<file path="config.mk">
export PLATFORM = sky130hd
export DESIGN_NAME = dsp_node_ram
export DESIGN_NICKNAME = d
export VERILOG_FILES = /design/src/hdl/dsp_pkg.sv /design/src/hdl/dsp_node_ram.sv
export SDC_FILE = /design/constraint.sdc
export NUM_CORES = 1
export LEC_CHECK = 0
export BUFFER_PORTS_ARGS = -buffer_cell sky130_fd_sc_hd__buf_4
export CAP_MARGIN = 15
export CORE_MARGIN = 2
export CORE_UTILIZATION = 40
export DETAILED_ROUTE_END_ITERATION = 10
export MAX_ROUTING_LAYER = met4
export SETUP_SLACK_MARGIN = 0.1
export SYNTH_ARGS = -nofsm -noshare
export SYNTH_HDL_FRONTEND = slang
export SYNTH_SLANG_ARGS = --single-unit
</file>
<file path="constraint.sdc">
create_clock -name clk -period 6.02 [get_ports clk]
set_input_delay 0.602 -clock clk [delete_from_list [all_inputs] [get_ports clk]]
set_output_delay 0.602 -clock clk [all_outputs]
set_load 0.01 [all_outputs]
</file>
<file path="src/hdl/dsp_pkg.sv">
`timescale 1ns / 1ps
// ----------------------------------------------------------------------------
// dsp_pkg
// Shared widths, entry layouts, memory request bundles and sequencer states
// for the dense shortest path search block.
// ----------------------------------------------------------------------------
package dsp_pkg;

  localparam int NODES          = 16;
  localparam int NODE_BITS      = 4;
  localparam int WEIGHT_BITS    = 16;
  localparam int DIST_BITS      = 24;
  localparam int EDGE_ADDR_BITS = 2 * NODE_BITS;
  localparam int EDGE_DEPTH     = NODES * NODES;

  typedef logic [NODE_BITS-1:0]      node_idx_t;
  typedef logic [DIST_BITS-1:0]      dist_t;
  typedef logic [WEIGHT_BITS-1:0]    weight_t;
  typedef logic [EDGE_ADDR_BITS-1:0] edge_addr_t;
  typedef logic [NODES-1:0]          node_mask_t;

  localparam dist_t DIST_MAX          = '1;
  localparam dist_t REACH_LIMIT_RESET = DIST_BITS'(100000);
  localparam node_idx_t LAST_NODE     = NODE_BITS'(NODES - 1);

  localparam logic ACT_LOAD = 1'b0;
  localparam logic ACT_RUN  = 1'b1;

  typedef struct packed {
    logic    present;
    weight_t weight;
  } edge_entry_t;

  typedef struct packed {
    dist_t     distance;
    node_idx_t pred;
  } node_entry_t;

  typedef struct packed {
    logic        wr_en;
    edge_addr_t  wr_addr;
    edge_entry_t wr_data;
    logic        rd_en;
    edge_addr_t  rd_addr;
  } edge_ram_req_t;

  typedef struct packed {
    logic        wr_en;
    node_idx_t   wr_addr;
    node_entry_t wr_data;
    logic        rd_en;
    node_idx_t   rd_addr;
  } node_ram_req_t;

  typedef enum logic [1:0] {
    S_IDLE,
    S_RELAX,
    S_OUT_RD,
    S_OUT_WR
  } seq_state_t;

endpackage

</file>
<file path="src/hdl/dsp_node_ram.sv">
`timescale 1ns / 1ps
// ----------------------------------------------------------------------------
// dsp_node_ram
// Per-node distance and predecessor storage, one write and one registered
// read per cycle. Read data holds until the next read.
// ----------------------------------------------------------------------------
module dsp_node_ram
  import dsp_pkg::*;
(
  input  logic          clk,
  input  node_ram_req_t req,
  output node_entry_t   rd_data
);

  node_entry_t mem [NODES];

  always_ff @(posedge clk) begin
    if (req.wr_en) begin
      mem[req.wr_addr] <= req.wr_data;
    end
    if (req.rd_en) begin
      rd_data <= mem[req.rd_addr];
    end
  end

endmodule

</file>
=== Yosys cells after proc, flatten, opt, wreduce, memory -nomap -nowiden ===
Memory sizes are Yosys's and may differ from the RTL's. A register that Yosys moved wholly into a read port is not among the register bits.
Index checks and enable logic that the tools add are counted.

* Muxes and demuxes: 2

{| class="wikitable"
|+ Operators by type and width
! cell !! number
|-
| 2-to-1 mux 1 bit || 2
|}

* Output and inout bits: 28
* Flip-flop bits (word level): 0
* Memories: 1
* Bits in writable memories: 448

{| class="wikitable"
|+ Memory list
! name !! depth !! width !! rd ports !! clocked after Yosys merged registers in !! wr ports !! RTL line !! RTL
|-
| mem || 16 || 28 || 1 || 1 || 1 || dsp_node_ram.sv:15 || <nowiki>node_entry_t mem [NODES];</nowiki>
|}

=== Depth between registers and ports, before layout ===
* Depth after elaboration: 2
* Mapped depth: 6

=== Least setup slack after synthesis ===
Ideal clock, no wire load.

* Path kind: input-to-reg
* Start: in req[35] (netlist name)
* End: mem mem[0][0] (netlist name), enable pin
* Stages: 2
* Required time: 5.572 ns
* Buffers on the path: 0
* Slack: 2.519 ns
* Arrival time: 3.052 ns
* Cells stage by stage: or3b_2 nor3_1

{| class="wikitable"
|+ RTL lines
! item !! RTL line !! RTL
|-
| start: declaration || dsp_node_ram.sv:11 || <nowiki>input node_ram_req_t req,</nowiki>
|-
| end: declaration || dsp_node_ram.sv:15 ||
|}

No word-level cell before the write port.

==> out/qor.yml <==
outcome:
  status: "finished clean"
floorplanning:
  coreArea_sq_um: 44100
  dieArea_sq_um: 46200
  io_pins: 67
  num_rows: 77
  fp.dieH_microns: 215
  die_w_microns: 215
  start_util_pct: 40.4
setup_path:
  reg2regPathDepth: 3
  end_kind: "flip-flop"
  slowest_delay_ns: 0.64
  criticalPathCategory: "input port to flip-flop"
  cp.arrival_ns: 2.58
  slowest_stage: "mux4_1"
  cp-start-kind: "input port"
  crit_buf_inv: 2
  reg2reg_from: "mem[3][0]"
  required_ns: 6.32
  cp_cell_sequence: "buf_6 -> buf_12 -> mux4_1 -> a22oi_1 -> nand2_1"
  critical-path-top-delay-family: "buffers and inverters"
  r2r-end: "rd_data[0]"
  ff2ff_setup_slack_ns: 4.56
  path_max_fanout: 62
clocking:
  cts_tree: "yes"
  ctsHoldBuffers: 0
  cts_buffers: 47
  numClockSinks: 476
  postCtsSetupRepairBufs: 0
  clk_path_buf_depth: 3
  h-tree-depth: 2
  cts.repair.resized: 0
  path_clk_slew_ns: 0.06
  clockRootBuffer: "clkbuf_16"
  clk_latency_ns: 0.56
yosys:
  synth-seq-cells: 476
  synth_xor_area_share_pct: 0
  synth-simple-area-share_pct: 1.33
  synthesis.nets: 774
  ys_seq_area_share_pct: 80.2
  syn_inst: 735
  synth_cell_types: 19
  netlist_area_sq_um: 17800
  yosysTopAreaCell: "edfxtp_1"
  yosys-mux-area-fraction_pct: 14.5
  synth_area_leaders: "edfxtp_1 80%, mux4_2 12%, mux4_1 2.7%"
  synth_compound_area_share_pct: 2.36
  yosys.area.top_type_share_pct: 80.2
  yosys_warnings: 0
  synth_top_family_by_area: "multiplexers"
  synthAdderAreaFrac_pct: 0
  synth_area_per_cell_sq_um: 24.2
drt:
  first_pass_iters: 5
  vias_per_cell: 5.39
  vias: 7912
  drtAntennaViolNets: 0
  drc: 0
  drtIter0Drc: 793
  wl_per_cell_microns: 25.6
  routed_wl_microns: 37600
sta:
  period_needed_ns: 2.29
  max_freq_ghz: 0.437
  slew_violations: 0
  worst_pin_slew_ns: 1.17
  finalSetupViolCount: 0
  setup_slack_ns: 3.73
  clock_skew_ns: 0.0142
  hold_viol: 0
  rsz0062_at_grt: "false"
  slew-limit-headroom_pct: 21.8
  fin_tns_setup_ns: 0
  fin_crit_sh_pct: 38.0
run:
  drv_cap: 0
grt:
  grt_antenna_before_repair: 2
  grt_remaining_overflow: 0
  grt.total_usage_pct: 16.9
  grt_pass1_vias: 8273
  grt_max_degree: 63
  grt_pass1_wl_microns: 55200
layout:
  final_nets: 874
  drive_gt1_share_pct: 30.7
  area.growth.synth_to_final_pct: 15.3
place:
  dpl.hpwl_microns: 18500
  dp_slack_ns: 3.07
  gp_congestion: 0.685
  io_buffers: 66
worst_hold_path:
  whs_path_depth: 1
  hold_end: "mem[11][24]"
  min_path_type: "input port to flip-flop"
  worstHoldStart: "req[29]"
power:
  ir_drop_mv: 0.180
  p_leak_nw: 6.54
  cellPowerDensity_nw_per_um2: 333
worst reg2reg max path, stage by stage (launching register included):
cell and delay (ns):
edfxtp_1 0.36, mux4_2 0.48, a22oi_1 0.24, nand2_1 0.11
cells by family (layout without fill, tap and decap cells):
group	count (synthesis)	after routing
AOI/OAI and AO/OA	56	56
buffers and inverters	36	174
muxes	112	112
and+or+nand+nor	55	55
DFF	476	476
other	0	2
Yosys cell counts:
library cell and number:
nor2_1 13, mux4_1 18, mux4_2 94, nand3b_1 2
nor3_1 4, clkbuf_1 20, nand2b_1 2, clkbuf_2 1
and2_1 1, buf_2 5, buf_8 3, nor2b_1 2
a22oi_1 56, buf_6 2, nand2_1 29, buf_12 5
nand3_1 1, edfxtp_1 476, or3b_2 1
layer usage:
metal	global-route usage [%]	up-vias	part of all wire, %
met3	3.24	43	6.4
li1	-	3387	-
met5	-	-	0
met1	24.1	4230	46
met2	25.5	252	47
met4	3.89	0	1.5
worst max path at each step:
stage               slack [ns]     from          end  cells after the start
floorplan                 2.52  req[35]    mem[0][0]                      2
global placement          3.07   req[0]   rd_data[9]                      5
detailed placement        3.07   req[0]  rd_data[15]                      5
CTS                       3.66   req[0]  rd_data[15]                      5
global route              3.53   req[0]  rd_data[15]                      5
finish                    3.73   req[0]  rd_data[14]                      5
through the flow:
step	hold slack (ns)	utilization [%]	instances	instance area (sq um)	total power [W]
6_report	0.346	46.5	1467	20500	0.00685
3_3_place_gp	0.718	43.3	1378	19100	0.00416
3_5_place_dp	0.732	43.3	1378	19100	0.00417
5_1_grt	0.332	46.5	1467	20500	0.00707
4_1_cts	0.315	46.5	1465	20500	0.00692
2_1_floorplan	0.698	-	735	17800	0.00401
placed cells by master, fill, tap and decap left out:
cell type	count
nor2_4	13
mux4_1	18
or3b_2	1
diode_2	2
buf_6	1
inv_6	3
nand3b_1	2
clkinvlp_4	3
clkinv_2	10
buf_4	85
a22oi_1	56
and2_1	1
nand2b_1	2
mux4_2	94
nor2b_4	2
clkinv_1	9
bufinv_16	3
clkbuf_1	11
nand3_1	1
nor3_2	4
nand2_1	29
edfxtp_1	476
clkbuf_16	47
buf_12	1
clkinv_4	1
layout make-up:
class,count,area [sq um]
well taps,592,741
clock inverters,29,231
flip-flops and latches,476,14300
clock buffers,58,1220
multi-input cells,223,3380
diodes,2,5.00
fillers,3671,23600
repair buffers,87,669
power breakdown:
part | switching (W) | total, W | internal [W]
logic | 0.000192 | 0.000334 | 0.000141
clock network | 0.00119 | 0.00276 | 0.00157
registers | 0.0000213 | 0.00376 | 0.00373
total | 0.00140 | 0.00685 | 0.00545
flip-flops by register name, summed over array words and instances (netlist names):
signal,flops
mem,448
rd_data,28
(Power assumes the default switching activity.)
